--- src/hdl/hfe_pkg.sv ---
// Shared types, constants and helpers for the Haar feature evaluator.
`default_nettype none
package hfe_pkg;

    localparam int IMAGE_SIDE   = 24;
    localparam int ADDR_W       = $clog2(IMAGE_SIDE * IMAGE_SIDE);
    localparam int COORD_W      = 7;
    localparam int FIELD_W      = 5;
    localparam int CORNER_W     = 10;
    localparam int WORD_W       = 32;
    localparam int TOTAL_W      = 40;
    localparam int OUT_W        = 36;
    localparam int CFG_W        = 5;
    localparam int CFG_INDEX_W  = 1;
    localparam int QUEUE_DEPTH  = 2;
    localparam int QPTR_W       = $clog2(QUEUE_DEPTH);
    localparam int QCNT_W       = $clog2(QUEUE_DEPTH + 1);
    localparam int NUM_CORNERS  = 4;

    localparam logic [CFG_W-1:0] DIM_RESET = CFG_W'(24);
    localparam logic [OUT_W-1:0] OVERSIZE_VALUE = OUT_W'(120);

    localparam logic [CFG_INDEX_W-1:0] REG_IMAGE_WIDTH  = CFG_INDEX_W'(0);
    localparam logic [CFG_INDEX_W-1:0] REG_IMAGE_HEIGHT = CFG_INDEX_W'(1);

    localparam logic [1:0] REQ_LOAD   = 2'd0;
    localparam logic [1:0] REQ_HEADER = 2'd1;
    localparam logic [1:0] REQ_RECT   = 2'd2;

    // corner slots inside a queue entry
    localparam int CORNER_A = 0;
    localparam int CORNER_B = 1;
    localparam int CORNER_C = 2;
    localparam int CORNER_D = 3;

    typedef enum logic [1:0] {
        KIND_LOAD,
        KIND_HEADER,
        KIND_RECT
    } kind_t;

    // one classified item travelling from front to back
    typedef struct packed {
        kind_t                                  kind;
        logic [ADDR_W-1:0]                      waddr;
        logic [WORD_W-1:0]                      wdata;
        logic                                   oversize;
        logic [NUM_CORNERS-1:0][ADDR_W-1:0]     addr;
        logic [NUM_CORNERS-1:0]                 ok;
        logic                                   is_black;
        logic                                   last;
    } entry_t;

    function automatic logic [ADDR_W-1:0] store_addr(logic [COORD_W-1:0] y,
                                                     logic [COORD_W-1:0] x);
        return ADDR_W'(y) * ADDR_W'(IMAGE_SIDE) + ADDR_W'(x);
    endfunction

endpackage
`default_nettype wire

--- src/hdl/hfe_front.sv ---
// Front end: config registers, item accept, placement and corner address generation.
`default_nettype none
module hfe_front (
    input  wire logic                               clk,
    input  wire logic                               rst_n,
    input  wire logic                               cfg_write_en,
    input  wire logic [hfe_pkg::CFG_INDEX_W-1:0]    cfg_index,
    input  wire logic [hfe_pkg::CFG_W-1:0]          cfg_data,
    input  wire logic                               in_valid,
    output logic                                    in_stall,
    input  wire logic [1:0]                         req_type,
    input  wire logic [hfe_pkg::FIELD_W-1:0]        pos_x,
    input  wire logic [hfe_pkg::FIELD_W-1:0]        pos_y,
    input  wire logic [hfe_pkg::FIELD_W-1:0]        mask_w,
    input  wire logic [hfe_pkg::FIELD_W-1:0]        mask_h,
    input  wire logic [hfe_pkg::WORD_W-1:0]         word_value,
    input  wire logic                               is_black,
    input  wire logic                               last_rect,
    input  wire logic [hfe_pkg::CORNER_W-1:0]       corner_a,
    input  wire logic [hfe_pkg::CORNER_W-1:0]       corner_b,
    input  wire logic [hfe_pkg::CORNER_W-1:0]       corner_c,
    input  wire logic [hfe_pkg::CORNER_W-1:0]       corner_d,
    input  wire logic                               q_full,
    output logic                                    push,
    output hfe_pkg::entry_t                         push_entry
);

    logic [hfe_pkg::CFG_W-1:0]      image_width_reg, image_width_next;
    logic [hfe_pkg::CFG_W-1:0]      image_height_reg, image_height_next;
    logic [hfe_pkg::FIELD_W-1:0]    place_x_reg, place_x_next;
    logic [hfe_pkg::FIELD_W-1:0]    place_y_reg, place_y_next;
    logic                           accept;
    logic [hfe_pkg::COORD_W-1:0]    width_lim, height_lim;
    logic [hfe_pkg::CORNER_W-1:0]   corner [hfe_pkg::NUM_CORNERS];
    logic [hfe_pkg::NUM_CORNERS-1:0] dec_x, dec_y;
    logic [hfe_pkg::COORD_W-1:0]    cx [hfe_pkg::NUM_CORNERS];
    logic [hfe_pkg::COORD_W-1:0]    cy [hfe_pkg::NUM_CORNERS];

    assign in_stall = q_full;
    assign accept   = in_valid && !q_full;

    // A and C step one column left, A and B one row up
    assign dec_x = 4'b0101;
    assign dec_y = 4'b0011;

    assign corner[hfe_pkg::CORNER_A] = corner_a;
    assign corner[hfe_pkg::CORNER_B] = corner_b;
    assign corner[hfe_pkg::CORNER_C] = corner_c;
    assign corner[hfe_pkg::CORNER_D] = corner_d;

    assign width_lim  = (int'(image_width_reg) < hfe_pkg::IMAGE_SIDE) ?
                        hfe_pkg::COORD_W'(image_width_reg) :
                        hfe_pkg::COORD_W'(hfe_pkg::IMAGE_SIDE);
    assign height_lim = (int'(image_height_reg) < hfe_pkg::IMAGE_SIDE) ?
                        hfe_pkg::COORD_W'(image_height_reg) :
                        hfe_pkg::COORD_W'(hfe_pkg::IMAGE_SIDE);

    // a coordinate of -1 wraps to all ones, which always fails the upper bound
    always_comb
    begin
        for (int i = 0; i < hfe_pkg::NUM_CORNERS; i++)
        begin
            cx[i] = hfe_pkg::COORD_W'(corner[i][4:0]) + hfe_pkg::COORD_W'(place_x_reg)
                    - hfe_pkg::COORD_W'(dec_x[i]);
            cy[i] = hfe_pkg::COORD_W'(corner[i][9:5]) + hfe_pkg::COORD_W'(place_y_reg)
                    - hfe_pkg::COORD_W'(dec_y[i]);
        end
    end

    always_comb
    begin
        push_entry          = '0;
        push_entry.kind     = hfe_pkg::KIND_RECT;
        push                = 1'b0;
        case (req_type)
            hfe_pkg::REQ_LOAD:
            begin
                push_entry.kind  = hfe_pkg::KIND_LOAD;
                push_entry.waddr = hfe_pkg::store_addr(hfe_pkg::COORD_W'(pos_y),
                                                       hfe_pkg::COORD_W'(pos_x));
                push_entry.wdata = word_value;
                push = accept && (int'(pos_x) < hfe_pkg::IMAGE_SIDE)
                              && (int'(pos_y) < hfe_pkg::IMAGE_SIDE);
            end
            hfe_pkg::REQ_HEADER:
            begin
                push_entry.kind     = hfe_pkg::KIND_HEADER;
                push_entry.oversize = (mask_w > image_width_reg) ||
                                      (mask_h > image_height_reg);
                push = accept;
            end
            hfe_pkg::REQ_RECT:
            begin
                push_entry.kind     = hfe_pkg::KIND_RECT;
                push_entry.is_black = is_black;
                push_entry.last     = last_rect;
                for (int i = 0; i < hfe_pkg::NUM_CORNERS; i++)
                begin
                    push_entry.ok[i]   = (cx[i] < width_lim) && (cy[i] < height_lim);
                    push_entry.addr[i] = hfe_pkg::store_addr(cy[i], cx[i]);
                end
                push = accept;
            end
            default:
            begin
                push = 1'b0;
            end
        endcase
    end

    always_comb
    begin
        image_width_next  = image_width_reg;
        image_height_next = image_height_reg;
        place_x_next      = place_x_reg;
        place_y_next      = place_y_reg;
        if (cfg_write_en)
        begin
            case (cfg_index)
                hfe_pkg::REG_IMAGE_WIDTH:  image_width_next  = cfg_data;
                hfe_pkg::REG_IMAGE_HEIGHT: image_height_next = cfg_data;
                default: ;
            endcase
        end
        if (accept && (req_type == hfe_pkg::REQ_HEADER))
        begin
            place_x_next = pos_x;
            place_y_next = pos_y;
        end
    end

    always_ff @(posedge clk or negedge rst_n)
    begin
        if (!rst_n)
        begin
            image_width_reg  <= hfe_pkg::DIM_RESET;
            image_height_reg <= hfe_pkg::DIM_RESET;
            place_x_reg      <= '0;
            place_y_reg      <= '0;
        end
        else
        begin
            image_width_reg  <= image_width_next;
            image_height_reg <= image_height_next;
            place_x_reg      <= place_x_next;
            place_y_reg      <= place_y_next;
        end
    end

endmodule
`default_nettype wire

--- config.mk ---
export PLATFORM = sky130hd
export DESIGN_NAME = hfe_front
export DESIGN_NICKNAME = d
export VERILOG_FILES = /design/src/hdl/hfe_pkg.sv /design/src/hdl/hfe_front.sv
export SDC_FILE = /design/constraint.sdc
export NUM_CORES = 1
export LEC_CHECK = 0
export BUFFER_PORTS_ARGS = -buffer_cell sky130_fd_sc_hd__buf_2
export CORE_UTILIZATION = 48
export CTS_CLUSTER_DIAMETER = 60
export DETAILED_ROUTE_END_ITERATION = 16
export PLACE_DENSITY_LB_ADDON = 0.1
export SLEW_MARGIN = 0
export SYNTH_ARGS = -nofsm -noshare
export SYNTH_HDL_FRONTEND = slang
export SYNTH_SLANG_ARGS = --single-unit
--- constraint.sdc ---
create_clock -name clk -period 3.05 [get_ports clk]
set_input_delay 0 -clock clk [delete_from_list [all_inputs] [get_ports clk]]
set_output_delay 0 -clock clk [all_outputs]
set_load 0.005 [all_outputs]
# After elaboration in Yosys (flattened, before gate mapping)
# Index checks and enable logic that the tools add are counted.
[word_totals] register_bits=20 input_bits=107 word_cells=64
[classes] n_addsub=17 n_mul=5 magnitude_cmp=14 eq_ne=2 mux=7 bitwise_logic=1 reduce_logical=14
[ops] cell="$add A5 B5 Y6" count=8
[ops] cell="$mux W46" count=1
[ops] cell="$mux W42" count=1
[ops] cell="$lt A7 B5 Y1" count=4
[ops] cell="$sub A6 B1 Y7 const B" count=4
[ops] cell="$lt A6 B5 Y1" count=4
[ops] cell="$add A10 B6 Y10" count=2
[ops] cell="$add A10 B7 Y10" count=2
[ops] cell="$lt A5 B5 Y1 const B" count=4
[ops] cell="$mul A6 B2 Y7 const B" count=2
[ops] cell="$mul A7 B2 Y7 const B" count=2
[ops] cell="$add A10 B5 Y10" count=1
[ops] cell="$gt A5 B5 Y1" count=2
[ops] cell="$mux W5" count=2
[ops] cell="$logic_and A1 B1 Y1" count=8
[ops] cell="$mul A5 B2 Y7 const B" count=1
[ops] cell="$pmux W2 S2" count=1
[ops] cell="$reduce_and A2 Y1" count=2
[ops] cell="$eq A2 B1 Y1 const B" count=1
[ops] cell="$eq A2 B2 Y1 const B" count=1
[ops] cell="$logic_not A2 Y1" count=1
[ops] cell="$pmux W1 S2" count=1
[ops] cell="$reduce_or A2 Y1" count=1
[ops] cell="$logic_not A1 Y1" count=1
[ops] cell="3 further kinds" count=3

# Depth between registers and ports, before layout
[logic_depth] word_depth=5 mapped_depth=17 depth_no_buf=17

# Worst setup path before layout
# OpenSTA, ideal clock, no wires.
[synth_path] kind="reg-to-output" startpoint="register place_y_reg[1] in the netlist's numbering" endpoint="output port push_entry[15] in the netlist's numbering" arrival_time_ps=3308 required_ps=3050 slack_ps=-258 stages_incl_launch_ff=16 path_buffers=0 path_cell_list="dfrtp_1 inv_1 ha_1 inv_1 ha_1 fa_1 inv_1 fa_1 inv_1 ha_1 a21o_1 a21o_1 nand3_1 xnor2_1 xnor2_1 and2_1"
[synth_lines] item="start, declared" line="hfe_front.sv:31" source="logic [hfe_pkg::FIELD_W-1:0] place_y_reg, place_y_next;"
[synth_lines] item="start signal, assigned" line="hfe_front.sv:146" source="place_y_reg <= place_y_next;"
[synth_lines] item="end, declared" line="hfe_front.sv:25" source="output hfe_pkg::entry_t push_entry"

==> results.md <==
- Iter 0 DRT Violations: 190
- Sequential power share: 4.0%
- Input/output buffers: 199
- DP Worst Slack: -176 ps
- Vias per cell: 4.93
- Multi-input gate area: 0.00564 mm^2
- Final-report max-slew violation count: 0
- WL/cell: 14.2 um
- Clock-pin slew on the worst setup and hold paths: 60 ps
- DR pass1 iterations: 4
- Layout cell share with drive strength beyond 1: 43.2%
- Initial Utilization: 49.3%
- Primary FF master, synth: dfrtp_1
- Final Worst Setup Slack: -414 ps
- Placed Cells: 1173
- Overall routing resource usage: 25.9%
- Total CTS buffers: 3
- Maximum number of pins on one net before global-route repair: 44
- Element type at the critical path start: register
- EDFF count, synth: 0
- P_leak: 4.90 nW
- DIE AREA: 0.0128 mm^2
- Antenna cells: 0
- Post-route DRC: 0
- Nets@finish: 1314
- Crit Path Max Fanout: 3
- CP Class: reg2out
- Max clock buf depth: 2
- Crit. End Element: output pin
- Worst slew pin tran: 585 ps
- Die Wd: 113 um
- Row count: 40
- Failing checks: setup timing
- Final Hold Fails: 0
- First-pass GRT wire length: 26.7 mm
- Min-delay worst type: in2reg
- Slew Limit Headroom: 60.9%
- Unique masters post-synth: 53
- Num ports: 200
- Syn avg cell area: 8.08 um^2
- Yosys warns: 0
- Vias in the first global route: 5737
- PwrDens: 1040 mW/mm^2
- Async S/R FF share, synth: 100%
- Fmax: 0.289 GHz
- Number of cells produced by synthesis: 736
- Final period util: 114%
- Clock root cell: clkbuf_16
- # setup viols final: 17
- Worst path arrival time: 3460 ps
- Data required, critical path: 3050 ps
- Syn Nets: 1007
- Net load switching power: 4.01 mW
- Vias: 5968
- Switching part of the total power: 43.3%
- Die height: 113 um
- Max rail drop VDD: 0.000545 V
- Fill cells: 982
- Slowest cell on the critical path: fa_1
- Slowest stage delay, CP: 520 ps
- Syn Std Cell Area: 0.00595 mm^2
- FF/Latch Area: 505 um^2
- ANT nets after route: 0
- Layout area overhead: 49.4%
- Status: complete, but fails checks
- Register area share after synthesis: 8.50%
- DPL Wire Length: 13.9 mm
- Comb pwr share: 91.9%
- WL final: 17.2 mm
- FF+latch count, synth: 20
- RSZ-0062 raised after global routing: yes
- Initial antenna violation count: 0
- Clk pwr share: 4.0%
- Routability cong.: 0.859
- Clk_skew: 0 ps
- Worst skew pair latency: 260 ps
- H-tree depth: 1
- Final Critical Period: 3460 ps
- Total of max-cap violations: 0
- CP Cell Sequence: inv_2, ha_4, inv_2, ha_4, fa_1, inv_1, fa_1, inv_2, ha_4, a21o_1, a21o_1, nand3_2, xnor2_2, xnor2_1, and2_1, buf_2
- CTS Sinks: 20
- CTS tree: built
- Core area: 0.0121 mm^2
- Post-Layout Cell Count: 1210
- Grt total ovfl: 0
- Int Power: 5.26 mW
## per-stage QoR
step                total power, mW  cell area [um^2]  setup TNS [ps]  hold slack (ps)  util (%)
floorplan                      4.72              6040            -110             -296         -
global placement               7.00              7810            -661            -16.1      64.8
detailed placement             7.08              7810           -1060            -13.5      64.8
CTS                            8.24              8410           -3500             2.60      69.8
global route                   10.2              8890           -5890             3.16      73.7
finish                         9.27              8890           -3630             2.45      73.7
## synthesized netlist by cell type, drive strengths merged (2+ instances only)
master | count | share of area [%]
o21a | 7 | 0.88
nand3b | 3 | 0.38
a2111oi | 2 | 0.40
and2 | 68 | 7.2
fa | 18 | 6.1
dfrtp | 16 | 6.7
nor3b | 4 | 0.50
nand2 | 29 | 1.8
nand2b | 10 | 1.1
ha | 146 | 31
o211ai | 3 | 0.38
and3 | 6 | 0.72
nor3 | 6 | 0.50
xnor2 | 41 | 6.2
clkbuf | 10 | 0.63
o21ai | 32 | 2.7
nor2 | 25 | 1.6
nand3 | 10 | 0.84
dfstp | 4 | 1.8
buf | 3 | 0.38
and3b | 4 | 0.59
nor2b | 30 | 3.2
a21o | 35 | 4.4
xor2 | 17 | 2.6
o311ai | 2 | 0.29
inv | 126 | 8.0
a211oi | 2 | 0.34
mux2 | 14 | 2.7
a21oi | 43 | 3.7
a31oi | 3 | 0.32
nor4b | 3 | 0.44
o21bai | 3 | 0.38
## worst paths after layout
path | startpoint | end | slack, ps | depth (start not counted)
max | place_y_reg[1]$_DFFE_PN0P_ | push_entry[15] | -410 | 16
min | pos_x[0] | place_x_reg[0]$_DFFE_PN0P_ | 2 | 2
max reg2reg | place_y_reg[0]$_DFFE_PN0P_ | place_y_reg[0]$_DFFE_PN0P_ | 2010 | 3
min reg2reg | image_width_reg[4]$_DFFE_PN1P_ | image_width_reg[4]$_DFFE_PN1P_ | 530 | 2
max in group asynchronous | rst_n | image_height_reg[3]$_DFFE_PN1P_ | 2470 | 2
min in group asynchronous | rst_n | image_width_reg[2]$_DFFE_PN0P_ | 230 | 2
## kinds of logic (layout without fill, tap and decap cells)
family | after synthesis | count (layout) | share of synthesized area [%]
xor+xnor | 59 | 59 | 9.17
simple gates | 200 | 200 | 19.1
compound gates | 139 | 139 | 14.7
mux | 15 | 15 | 2.82
flops | 20 | 20 | 8.50
fa+ha+maj | 164 | 164 | 36.8
buf+inv | 139 | 445 | 8.96
## final cells by class
class	count	area share, %
Multi-Input combinational cell	577	63.4
Timing Repair Buffer	315	21.9
Sequential cell	20	5.69
Inverter	126	5.38
Tap cell	168	2.37
Clock buffer	3	0.845
Clock inverter	1	0.338
## critical path, delay by kind of cell, from the launching register on
kind | cells | cell delay, ps
buffers and inverters | 5 | 350
AO/OA/AOI/OAI | 2 | 260
adder cells (fa/ha/maj) | 5 | 1690
flip-flops | 1 | 370
AND/OR/NAND/NOR | 2 | 240
XOR/XNOR | 2 | 280
## cell usage in the layout, fill, tap and decap left out, drive strengths merged, types with 6 or more instances in the layout
master / count
inv: 126
o21ai: 32
nand2b: 10
dlygate4sd3: 7
nand3: 10
xnor2: 41
buf: 308
and2: 68
nand2: 29
nor3: 6
nor2: 25
ha: 146
nor2b: 30
a21oi: 43
a21o: 35
mux2: 14
fa: 18
xor2: 17
and3: 6
dfrtp: 16
o21a: 7
## power groups by stage
| stage | Sequential, mW | Clock [mW] | Combinational, mW |
|---|---|---|---|
| finish | 0.374 | 0.375 | 8.52 |
| global route | 0.380 | 0.383 | 9.40 |
| CTS | 0.373 | 0.374 | 7.50 |
| detailed placement | 0.376 | 0 | 6.71 |
| global placement | 0.373 | 0 | 6.63 |
| floorplan | 0.360 | 0 | 4.36 |
## what timing repair did
item / in CTS / in global routing
hold endpoints to repair: 24 / 0
setup buffers: 18 / 11
hold buffers: 7 / 0
resized for setup: 62 / 83
pin swaps: 46 / 65
setup endpoints to repair: 22 / 22
## metal layers
metal | vias up | global-route usage, % | wire [um]
met2 | 140 | 45.5 | 8410
met4 | 0 | 4.47 | 187
li1 | 3062 | - | -
met3 | 14 | 2.52 | 665
met1 | 2752 | 34.8 | 7970
met5 | - | 0 | 0
(Power assumes the default switching activity.)
