## src/hdl/hfe_pkg.sv

```systemverilog
// Shared types, constants and helpers for the Haar feature evaluator.
`default_nettype none
package hfe_pkg;

    localparam int IMAGE_SIDE   = 24;
    localparam int ADDR_W       = $clog2(IMAGE_SIDE * IMAGE_SIDE);
    localparam int COORD_W      = 7;
    localparam int FIELD_W      = 5;
    localparam int CORNER_W     = 10;
    localparam int WORD_W       = 32;
    localparam int TOTAL_W      = 40;
    localparam int OUT_W        = 36;
    localparam int CFG_W        = 5;
    localparam int CFG_INDEX_W  = 1;
    localparam int QUEUE_DEPTH  = 2;
    localparam int QPTR_W       = $clog2(QUEUE_DEPTH);
    localparam int QCNT_W       = $clog2(QUEUE_DEPTH + 1);
    localparam int NUM_CORNERS  = 4;

    localparam logic [CFG_W-1:0] DIM_RESET = CFG_W'(24);
    localparam logic [OUT_W-1:0] OVERSIZE_VALUE = OUT_W'(120);

    localparam logic [CFG_INDEX_W-1:0] REG_IMAGE_WIDTH  = CFG_INDEX_W'(0);
    localparam logic [CFG_INDEX_W-1:0] REG_IMAGE_HEIGHT = CFG_INDEX_W'(1);

    localparam logic [1:0] REQ_LOAD   = 2'd0;
    localparam logic [1:0] REQ_HEADER = 2'd1;
    localparam logic [1:0] REQ_RECT   = 2'd2;

    // corner slots inside a queue entry
    localparam int CORNER_A = 0;
    localparam int CORNER_B = 1;
    localparam int CORNER_C = 2;
    localparam int CORNER_D = 3;

    typedef enum logic [1:0] {
        KIND_LOAD,
        KIND_HEADER,
        KIND_RECT
    } kind_t;

    // one classified item travelling from front to back
    typedef struct packed {
        kind_t                                  kind;
        logic [ADDR_W-1:0]                      waddr;
        logic [WORD_W-1:0]                      wdata;
        logic                                   oversize;
        logic [NUM_CORNERS-1:0][ADDR_W-1:0]     addr;
        logic [NUM_CORNERS-1:0]                 ok;
        logic                                   is_black;
        logic                                   last;
    } entry_t;

    function automatic logic [ADDR_W-1:0] store_addr(logic [COORD_W-1:0] y,
                                                     logic [COORD_W-1:0] x);
        return ADDR_W'(y) * ADDR_W'(IMAGE_SIDE) + ADDR_W'(x);
    endfunction

endpackage
`default_nettype wire

```

## src/hdl/hfe_queue.sv

```systemverilog
// Small FIFO of classified items between front and back.
`default_nettype none
module hfe_queue (
    input  wire logic            clk,
    input  wire logic            rst_n,
    input  wire logic            push,
    input  wire hfe_pkg::entry_t push_entry,
    output logic                 full,
    input  wire logic            pop,
    output logic                 pop_valid,
    output hfe_pkg::entry_t      pop_entry
);

    hfe_pkg::entry_t                  slot_reg [hfe_pkg::QUEUE_DEPTH];
    logic [hfe_pkg::QPTR_W-1:0]       wr_ptr_reg, wr_ptr_next;
    logic [hfe_pkg::QPTR_W-1:0]       rd_ptr_reg, rd_ptr_next;
    logic [hfe_pkg::QCNT_W-1:0]       count_reg, count_next;
    logic                             do_push, do_pop;

    assign full      = (count_reg == hfe_pkg::QCNT_W'(hfe_pkg::QUEUE_DEPTH));
    assign pop_valid = (count_reg != '0);
    assign pop_entry = slot_reg[rd_ptr_reg];
    assign do_push   = push && !full;
    assign do_pop    = pop && pop_valid;

    always_comb
    begin
        wr_ptr_next = wr_ptr_reg;
        rd_ptr_next = rd_ptr_reg;
        count_next  = count_reg;
        if (do_push)
        begin
            wr_ptr_next = (wr_ptr_reg == hfe_pkg::QPTR_W'(hfe_pkg::QUEUE_DEPTH - 1)) ?
                          '0 : wr_ptr_reg + 1'b1;
        end
        if (do_pop)
        begin
            rd_ptr_next = (rd_ptr_reg == hfe_pkg::QPTR_W'(hfe_pkg::QUEUE_DEPTH - 1)) ?
                          '0 : rd_ptr_reg + 1'b1;
        end
        if (do_push && !do_pop)
        begin
            count_next = count_reg + 1'b1;
        end
        else if (do_pop && !do_push)
        begin
            count_next = count_reg - 1'b1;
        end
    end

    always_ff @(posedge clk or negedge rst_n)
    begin
        if (!rst_n)
        begin
            wr_ptr_reg <= '0;
            rd_ptr_reg <= '0;
            count_reg  <= '0;
        end
        else
        begin
            wr_ptr_reg <= wr_ptr_next;
            rd_ptr_reg <= rd_ptr_next;
            count_reg  <= count_next;
        end
    end

    always_ff @(posedge clk)
    begin
        if (do_push)
        begin
            slot_reg[wr_ptr_reg] <= push_entry;
        end
    end

endmodule
`default_nettype wire

```

## config.mk

```make
export PLATFORM = sky130hd
export DESIGN_NAME = hfe_queue
export DESIGN_NICKNAME = d
export VERILOG_FILES = /design/src/hdl/hfe_pkg.sv /design/src/hdl/hfe_queue.sv
export SDC_FILE = /design/constraint.sdc
export NUM_CORES = 1
export LEC_CHECK = 0
export BUFFER_PORTS_ARGS = -buffer_cell sky130_fd_sc_hd__buf_2
export CAP_MARGIN = 20
export CORE_ASPECT_RATIO = 1.75
export CORE_MARGIN = 5
export CORE_UTILIZATION = 40
export CTS_CLUSTER_SIZE = 28
export DETAILED_ROUTE_END_ITERATION = 12
export GPL_TIMING_DRIVEN = 0
export SYNTH_ARGS = -nofsm -noshare
export SYNTH_HDL_FRONTEND = slang
export SYNTH_SLANG_ARGS = --single-unit
```

## constraint.sdc

```tcl
create_clock -name clk -period 5.9 [get_ports clk]
set_input_delay 0.59 -clock clk [delete_from_list [all_inputs] [get_ports clk]]
set_output_delay 0.59 -clock clk [all_outputs]
set_load 0.01 [all_outputs]
```

* Word-level counts from Yosys, hierarchy flattened
Memory sizes are Yosys's and may differ from the RTL's.
Cells that the tools add are included.
** Cells by class
- Add/sub/neg operators :: 4
- Equality and inequality tests :: 1
- Reductions and logical operators :: 9
- Multiplexer cells :: 6
** Operators by type and width (number)
- 1-bit logical AND :: 4
- 1-bit two-way mux :: 4
- 2-bit two-way mux :: 2
- 2-bit nonzero test :: 2
- 1-bit logical NOT :: 3
- 1-bit adder (second input constant) :: 2
- 2-bit by 1-bit adder with 2-bit output (second input constant) :: 1
- 2-bit equality test (second input constant) :: 1
- 2-bit by 1-bit subtractor with 2-bit output (second input constant) :: 1
** Storage, ports and cells
- Input bits :: 95
- Memories :: 1
- Output and inout bits :: 93
- Register bits after elaboration :: 4
- Logic and storage cells :: 24
- Bits in writable memories :: 182
** Memories
- slot_reg :: depth 2, bits a word 91, rd ports 1, clocked after memory_dff 0, wr ports 1, RTL line hfe_queue.sv:14 : hfe_pkg::entry_t slot_reg [hfe_pkg::QUEUE_DEPTH];

* Logic depth before layout (Yosys ltp)
Gate-level depths: netlist of run 1.
- Depth in word-level cells :: 7
- Mapped depth :: 7
- Gate-level depth less buffers :: 7

* Worst setup path after synthesis of run 1
No wires, ideal clock.
- Path kind :: in2reg
- Start :: input port push
- End :: memory slot_reg[0][0] (netlist bit), enable pin
- Setup time :: 0.541 ns
- Stages :: 2
- Buffers on the path :: 0
- Path slack :: 0.889 ns
- Data arrival time :: 4.470 ns
- Required time :: 5.359 ns
- Cells stage by stage :: nand2_1 > nor2_1
** Between the ends
- Cells in the longest elaborated chain, start to end :: 3
** RTL lines
- start, declared :: RTL line hfe_queue.sv:6 : input wire logic push,
- 1-bit logical AND :: RTL line hfe_queue.sv:23 : assign do_push = push && !full;
- 1-bit two-way mux :: RTL line hfe_queue.sv:69 : if (do_push)
- 1-bit two-way mux (implied by the code) :: RTL line hfe_queue.sv:71 : slot_reg[wr_ptr_reg] <= push_entry;
- end, declared :: RTL line hfe_queue.sv:14
Every way passes these cells.

==> results_dict.tcl, run 1 <==
set metrics [dict create \
    status "finished clean" \
    asyncSetResetFlopFracSynth_pct 2.15 \
    post_synth_most_frequent_cells "edfxtp_1 (182), mux2_4 (80), mux2_2 (11), buf_12 (8), dfrtp_1 (4)" \
    yosys.cell_types.count 16 \
    drt_wl_total_um 13600 \
    floorplan.initialDensity_pct 40.9 \
    final_period_minus_worst_setup_slack_ns 2.26 \
    io_buffers 187 \
    finalNonFillerCells 760 \
    routed_via_density 4.55 \
    synth_top_area_share_pct 76.3 \
    drv.max_cap_violation_count 0 \
    cp_data_arrival_time_ns 1.67 \
    largest_register_ff_count 182 \
    post_synthesis_cell_count 302 \
    clock.fmax_mhz 443 \
    startpoint_type "flop" \
    cp.required_ns 5.31 \
    setup.worst_path.end_class "primary output" \
    setup.worst_path.class "flop to primary output" \
    power_density_nw_per_um2 502 \
    ctsResizeCount 0 \
    fp.dieH_um 187 \
    timing.final.hold_violations 0 \
    startpoint_of_the_worst_register_to_register_path "count_reg[0]" \
    cp.buffers_inverters 3 \
    top_fanout_value_on_the_critical_path 10 \
    setup-violations-final 0 \
    drive_gt1_share_pct 62.0 \
    yosys.cell_count.top_type "edfxtp_1" \
    cpLargestDelayFamily "buffers and inverters" \
    dr_iter_0_viols 112 \
    max-clock-path-buffers 2 \
    globalRouteOverflowTotal 0 \
    cp_cell_sequence "buf_6 -> buf_12 -> mux2_4 -> buf_2" \
    grt_pass1_vias 3865 \
    ctsRootBufferMaster "clkbuf_16" \
    post-cts-setup-buffer-count 0 \
    antenna_found_initial 6 \
    post-route-drc-count 0 \
    dominantRegCellSynth "edfxtp_1" \
    via_count_of_the_routed_design 3459 \
    hp-start "push_entry[67]" \
    worst_ir_drop_vdd_mv 0.303 \
    ant_nets 0 \
    nets 609 \
    routed_wire_length_per_instance_um 17.9 \
    num_io_pins 188 \
    drt_pre_antenna_iters 4 \
    totalNegativeSetupSlack_ns 0 \
    yosys-top-cells-area "edfxtp_1 (76%), mux2_4 (17%), buf_12 (2.2%)" \
    met1Wirelength_um 4530 \
    cp_slowest_stage_delay_ns 0.35 \
    dp.cells 724 \
    syn-cell-area_um2 7160 \
    cts_inserted_buffers 17 \
    crit_path_start "rd_ptr_reg" \
    synth_fp_nets 398 \
    met3WireLength_um 878 \
    cts_num_sinks 186 \
    synthToLayoutAreaGrowth_pct 26.7 \
    cts_htree_levels 4 \
    ys_seq_area_share_pct 77.7 \
    power.leakage_nw 3.62 \
    clock_skew_after_layout_ns 0.0108 \
    avgSynthCellArea_um2 23.7 \
    chipWidth_um 111 \
    drv_slew 0 \
    synth_seq_cells 186 \
    finalWeightedCongestion 0.757 \
    post-route-period-util_pct 38.2 \
    die_area_um2 20800 \
    post-dp-hpwl_um 9690 \
    clock_tree_from_tritoncts "yes" \
    route.top_layer_used "met5" \
    cp_slowest_cell "dfrtp_1" \
    worstSkewPairLatency_ns 0.43 \
    rows 64 \
    yosys_warnings 0 \
    synth_enable_flop_cells 182 \
    groute.usage.overall_pct 13.4 \
    core-area_um2 17500 \
    timing.slew.headroom_pct 57.5 \
    setup_repair_after_global_routing_missed_its_margin "false" \
    cts.clk_slew.worst_paths_ns 0.07 \
    grt_max_degree 55 \
    met2RoutedLength_um 7790 \
    worst_hold_path_type "input port to flop" \
    grt_first_pass_wirelength_um 21000 \
    synthDominantAreaCellType "edfxtp_1" \
    worstMarginPinSlew_ns 0.635 \
]
==> repair_timing <==
action / 4_1_cts / 5_1_grt
hold buffers: 1 / 0
endpoints found under the hold margin: 4 / 0
endpoints found under the setup margin: 0 / 0
==> cells by family (layout without fill, tap and decap cells) <==
| group | Yosys count | in the layout | synth area share [%] |
|---|---|---|---|
| fa+ha+maj | 1 | 1 | 0.175 |
| simple gates | 7 | 7 | 0.472 |
| xor+xnor | 5 | 5 | 0.611 |
| mux | 91 | 91 | 18.5 |
| buf+inv | 12 | 236 | 2.57 |
| other cells | 0 | 3 | 0 |
| flops | 186 | 186 | 77.7 |
==> metal layers <==
layer | global-route usage (%) | vias to the layer above
met1 | 12.9 | 1691
li1 | - | 1619
met3 | 4.95 | 33
met2 | 24.4 | 108
met4 | 7.07 | 8
met5 | 0 | -
==> placed cells by master (no fill, tap or decap), types with 2 or more instances in the layout <==
master,count
diode_2,3
buf_16,2
clkinvlp_4,5
inv_6,5
clkbuf_16,17
nand2_1,2
xnor2_1,3
dfrtp_1,4
inv_1,2
edfxtp_1,182
buf_12,10
buf_2,188
mux2_2,11
mux2_4,80
xor2_1,2
==> stage by stage <==
step                utilization (%)  total power [mW]  hold WS [ns]  instance area, µm²  worst slack [ns]
global route                   51.8              4.79         0.323                9080              3.57
floorplan                         -              3.01         0.294                7160             0.889
detailed placement             48.5              3.54         0.402                8500              3.71
global placement               47.8              3.51         0.397                8390             -1.28
CTS                            51.7              4.64         0.323                9070              3.60
finish                         51.8              4.56         0.348                9080              3.64
==> final timing paths <==
check | to | slack [ns] | cells past startpoint
worst min register to register | count_reg[1] | 0.50 | 1
worst min-delay path | slot_reg[1][67] | 0.35 | 1
worst max-delay path | pop_entry[90] | 3.64 | 4
worst max register to register | slot_reg[0][86] | 3.86 | 5
max in group asynchronous | wr_ptr_reg | 5.27 | 2
min in group asynchronous | rd_ptr_reg | 0.50 | 2
==> where the power goes <==
part / internal [mW] / switching [mW] / leakage, nW
Combinational: 0.833 / 0.755 / 1.62
Sequential: 1.80 / 0.0754 / 1.74
Clock: 0.589 / 0.499 / 0.263
Total: 3.23 / 1.33 / 3.62
==> cell type report <==
cell class	instances	area, µm²
Fill cell	1450	8460
Sequential cell	186	5570
Multi-Input combinational cell	104	1430
Timing Repair Buffer	192	1040
Clock buffer	17	425
Tap cell	231	289
Buffer	10	176
Clock inverter	15	140
Inverter	2	7.51
Antenna cell	3	7.51
Power figures use the tool's default switching activity.
==> run 2, diff against run 1 <==
==> constraint.sdc (replaced) <==
create_clock -name clk -period 2.16 [get_ports clk]
set_input_delay 0.216 -clock clk [delete_from_list [all_inputs] [get_ports clk]]
set_output_delay 0.216 -clock clk [all_outputs]
set_load 0.01 [all_outputs]
==> run 2 against run 1 <==
Against the previous run: critical path depth stayed put; critical path type is now flop to flop; utilization is 5.3 points higher; largest power group unchanged; wire length is 5.2% higher; clock-buffer cell count stayed put.
==> results_dict.tcl, run 2 (synthesized netlist as in run 1, its figures left out) <==
set metrics [dict create \
    status "finished clean" \
    core-area_um2 17500 \
    comb_power_share_pct 34.9 \
    hold-worst-slack_ns 0.0988 \
    grt_max_degree 53 \
    startpoint_type "flop" \
    timing.slew.headroom_pct 37.2 \
    grt_first_pass_wirelength_um 22600 \
    setup.worst_path.class "flop to flop" \
    cp_data_arrival_time_ns 2.13 \
    switching_share_pct 28.7 \
    cp_cell_sequence "nand2b_4 -> nand2_4 -> nor2_4 -> buf_12" \
    stdcell_area_um2 10000 \
    via_count_of_the_routed_design 3815 \
    antenna_cells 0 \
    drive_gt1_share_pct 53.1 \
    power.net_switching_mw 3.68 \
    routed_via_density 4.50 \
    dr_iter_0_viols 97 \
    post-dp-hpwl_um 9780 \
    clock.fmax_mhz 495 \
    synthToLayoutAreaGrowth_pct 39.8 \
    internal-power_mw 9.14 \
    postPlaceCellArea_um2 8480 \
    grt_pass1_vias 4364 \
    die_area_um2 20800 \
    nets 699 \
    drt_pre_antenna_iters 4 \
    cts_num_sinks 186 \
    setup_repair_after_global_routing_missed_its_margin "false" \
    top_fanout_value_on_the_critical_path 33 \
    final_common_cell "buf_2" \
    cpLargestDelayFamily "simple AND/OR/NAND/NOR gates" \
    cp_slowest_cell "nor2_4" \
    cts.clk_slew.worst_paths_ns 0.07 \
    largest_register_ff_count 182 \
    final_period_minus_worst_setup_slack_ns 2.02 \
    power_density_nw_per_um2 1280 \
    chipWidth_um 111 \
    ctsRootBufferMaster "clkbuf_16" \
    clock_tree_from_tritoncts "yes" \
    max-clock-path-buffers 2 \
    post-route-drc-count 0 \
    cts_inserted_buffers 17 \
    drv.max_cap_violation_count 0 \
    cts_htree_levels 4 \
    num_io_pins 188 \
    worstSkewPairLatency_ns 0.42 \
    drt_wl_total_um 14300 \
    dp.cells 723 \
    groute.usage.overall_pct 14.0 \
    worst_ir_drop_vdd_mv 0.848 \
    fp.dieH_um 187 \
    timing.final.hold_violations 0 \
    cp.buffers_inverters 1 \
    cp_slowest_stage_delay_ns 0.71 \
    cp.required_ns 2.27 \
    worstMarginPinSlew_ns 0.940 \
    io_buffers 187 \
    globalRouteOverflowTotal 0 \
    worst_hold_path_type "input port to flop" \
    ant_nets 0 \
    routed_wire_length_per_instance_um 16.9 \
    finalWeightedCongestion 0.675 \
    power.leakage_nw 4.03 \
    floorplan.initialDensity_pct 40.9 \
    drv_slew 0 \
    final_util_pct 57.1 \
    layout.cells.most_common_list "buf_2 (188), edfxtp_1 (182), dlygate4sd3_1 (92), mux2_4 (80), clkbuf_16 (17)" \
    clock_skew_after_layout_ns 0.0114 \
    power.clock.fraction_pct 25.0 \
    finalNonFillerCells 847 \
    antenna_found_initial 0 \
    setup-violations-final 0 \
    share_of_power_burned_in_registers_pct 40.1 \
    setup.worst_path.end_class "flop" \
    rows 64 \
    post-route-period-util_pct 93.6 \
]
-- run 2: layer usage --
metal  GRT usage, %  wire, µm
met1           14.2      5050
met4           6.46       325
met3           3.20       592
met5              0         0
met2           26.8      8360
-- run 2: worst register-to-register path, delay by kind of cell (launching register included) --
| family | cells | cell delay, ns |
|---|---|---|
| DFF | 1 | 0.42 |
| buffers and inverters | 1 | 0.32 |
| and+or+nand+nor | 3 | 0.96 |
-- run 2: power by group through the flow --
stage,Sequential [mW],Combinational (mW),Clock (mW)
global route,5.21,4.77,3.45
floorplan,5.19,2.99,0
finish,5.14,4.48,3.20
global placement,5.24,4.30,0
detailed placement,5.23,4.45,0
CTS,5.15,4.60,3.31
-- run 2: cell type report --
type	instances	area, µm²
Sequential cell	186	5570
Inverter	2	7.51
Fill cell	1365	7520
Tap cell	231	289
Timing Repair Buffer	282	1920
Buffer	10	176
Clock inverter	15	186
Multi-Input combinational cell	104	1440
Clock buffer	17	425
-- run 2: path summary, 6_finish.rpt --
path	endpoint	start	cells past startpoint	slack [ns]
setup / recovery	slot_reg[0][44]	count_reg[0]	4	0.14
hold reg to reg	count_reg[0]	count_reg[0]	1	0.55
hold / removal	rd_ptr_reg	pop	3	0.1
min in group asynchronous	rd_ptr_reg	rst_n	2	0.12
setup reg to reg	slot_reg[0][44]	count_reg[0]	4	0.14
max in group asynchronous	wr_ptr_reg	rst_n	2	1.91
-- run 2: metrics by stage --
step | setup slack, ns | TNS, ns | power (mW)
after floorplan | -0.206 | -18.77 | 8.18
after global routing | 0.00684 | 0 | 13.4
final | 0.138 | 0 | 12.8
after global placement | -0.951 | -139.52 | 9.53
after detailed placement | 0.0849 | 0 | 9.68
after CTS | 0.0706 | 0 | 13.1
-- run 2: timing repair --
item	4_1_cts	5_1_grt
setup buffers	0	0
hold endpoints to repair	186	0
endpoints found under the setup margin	0	18
hold buffers	92	0
gates resized for setup	0	0
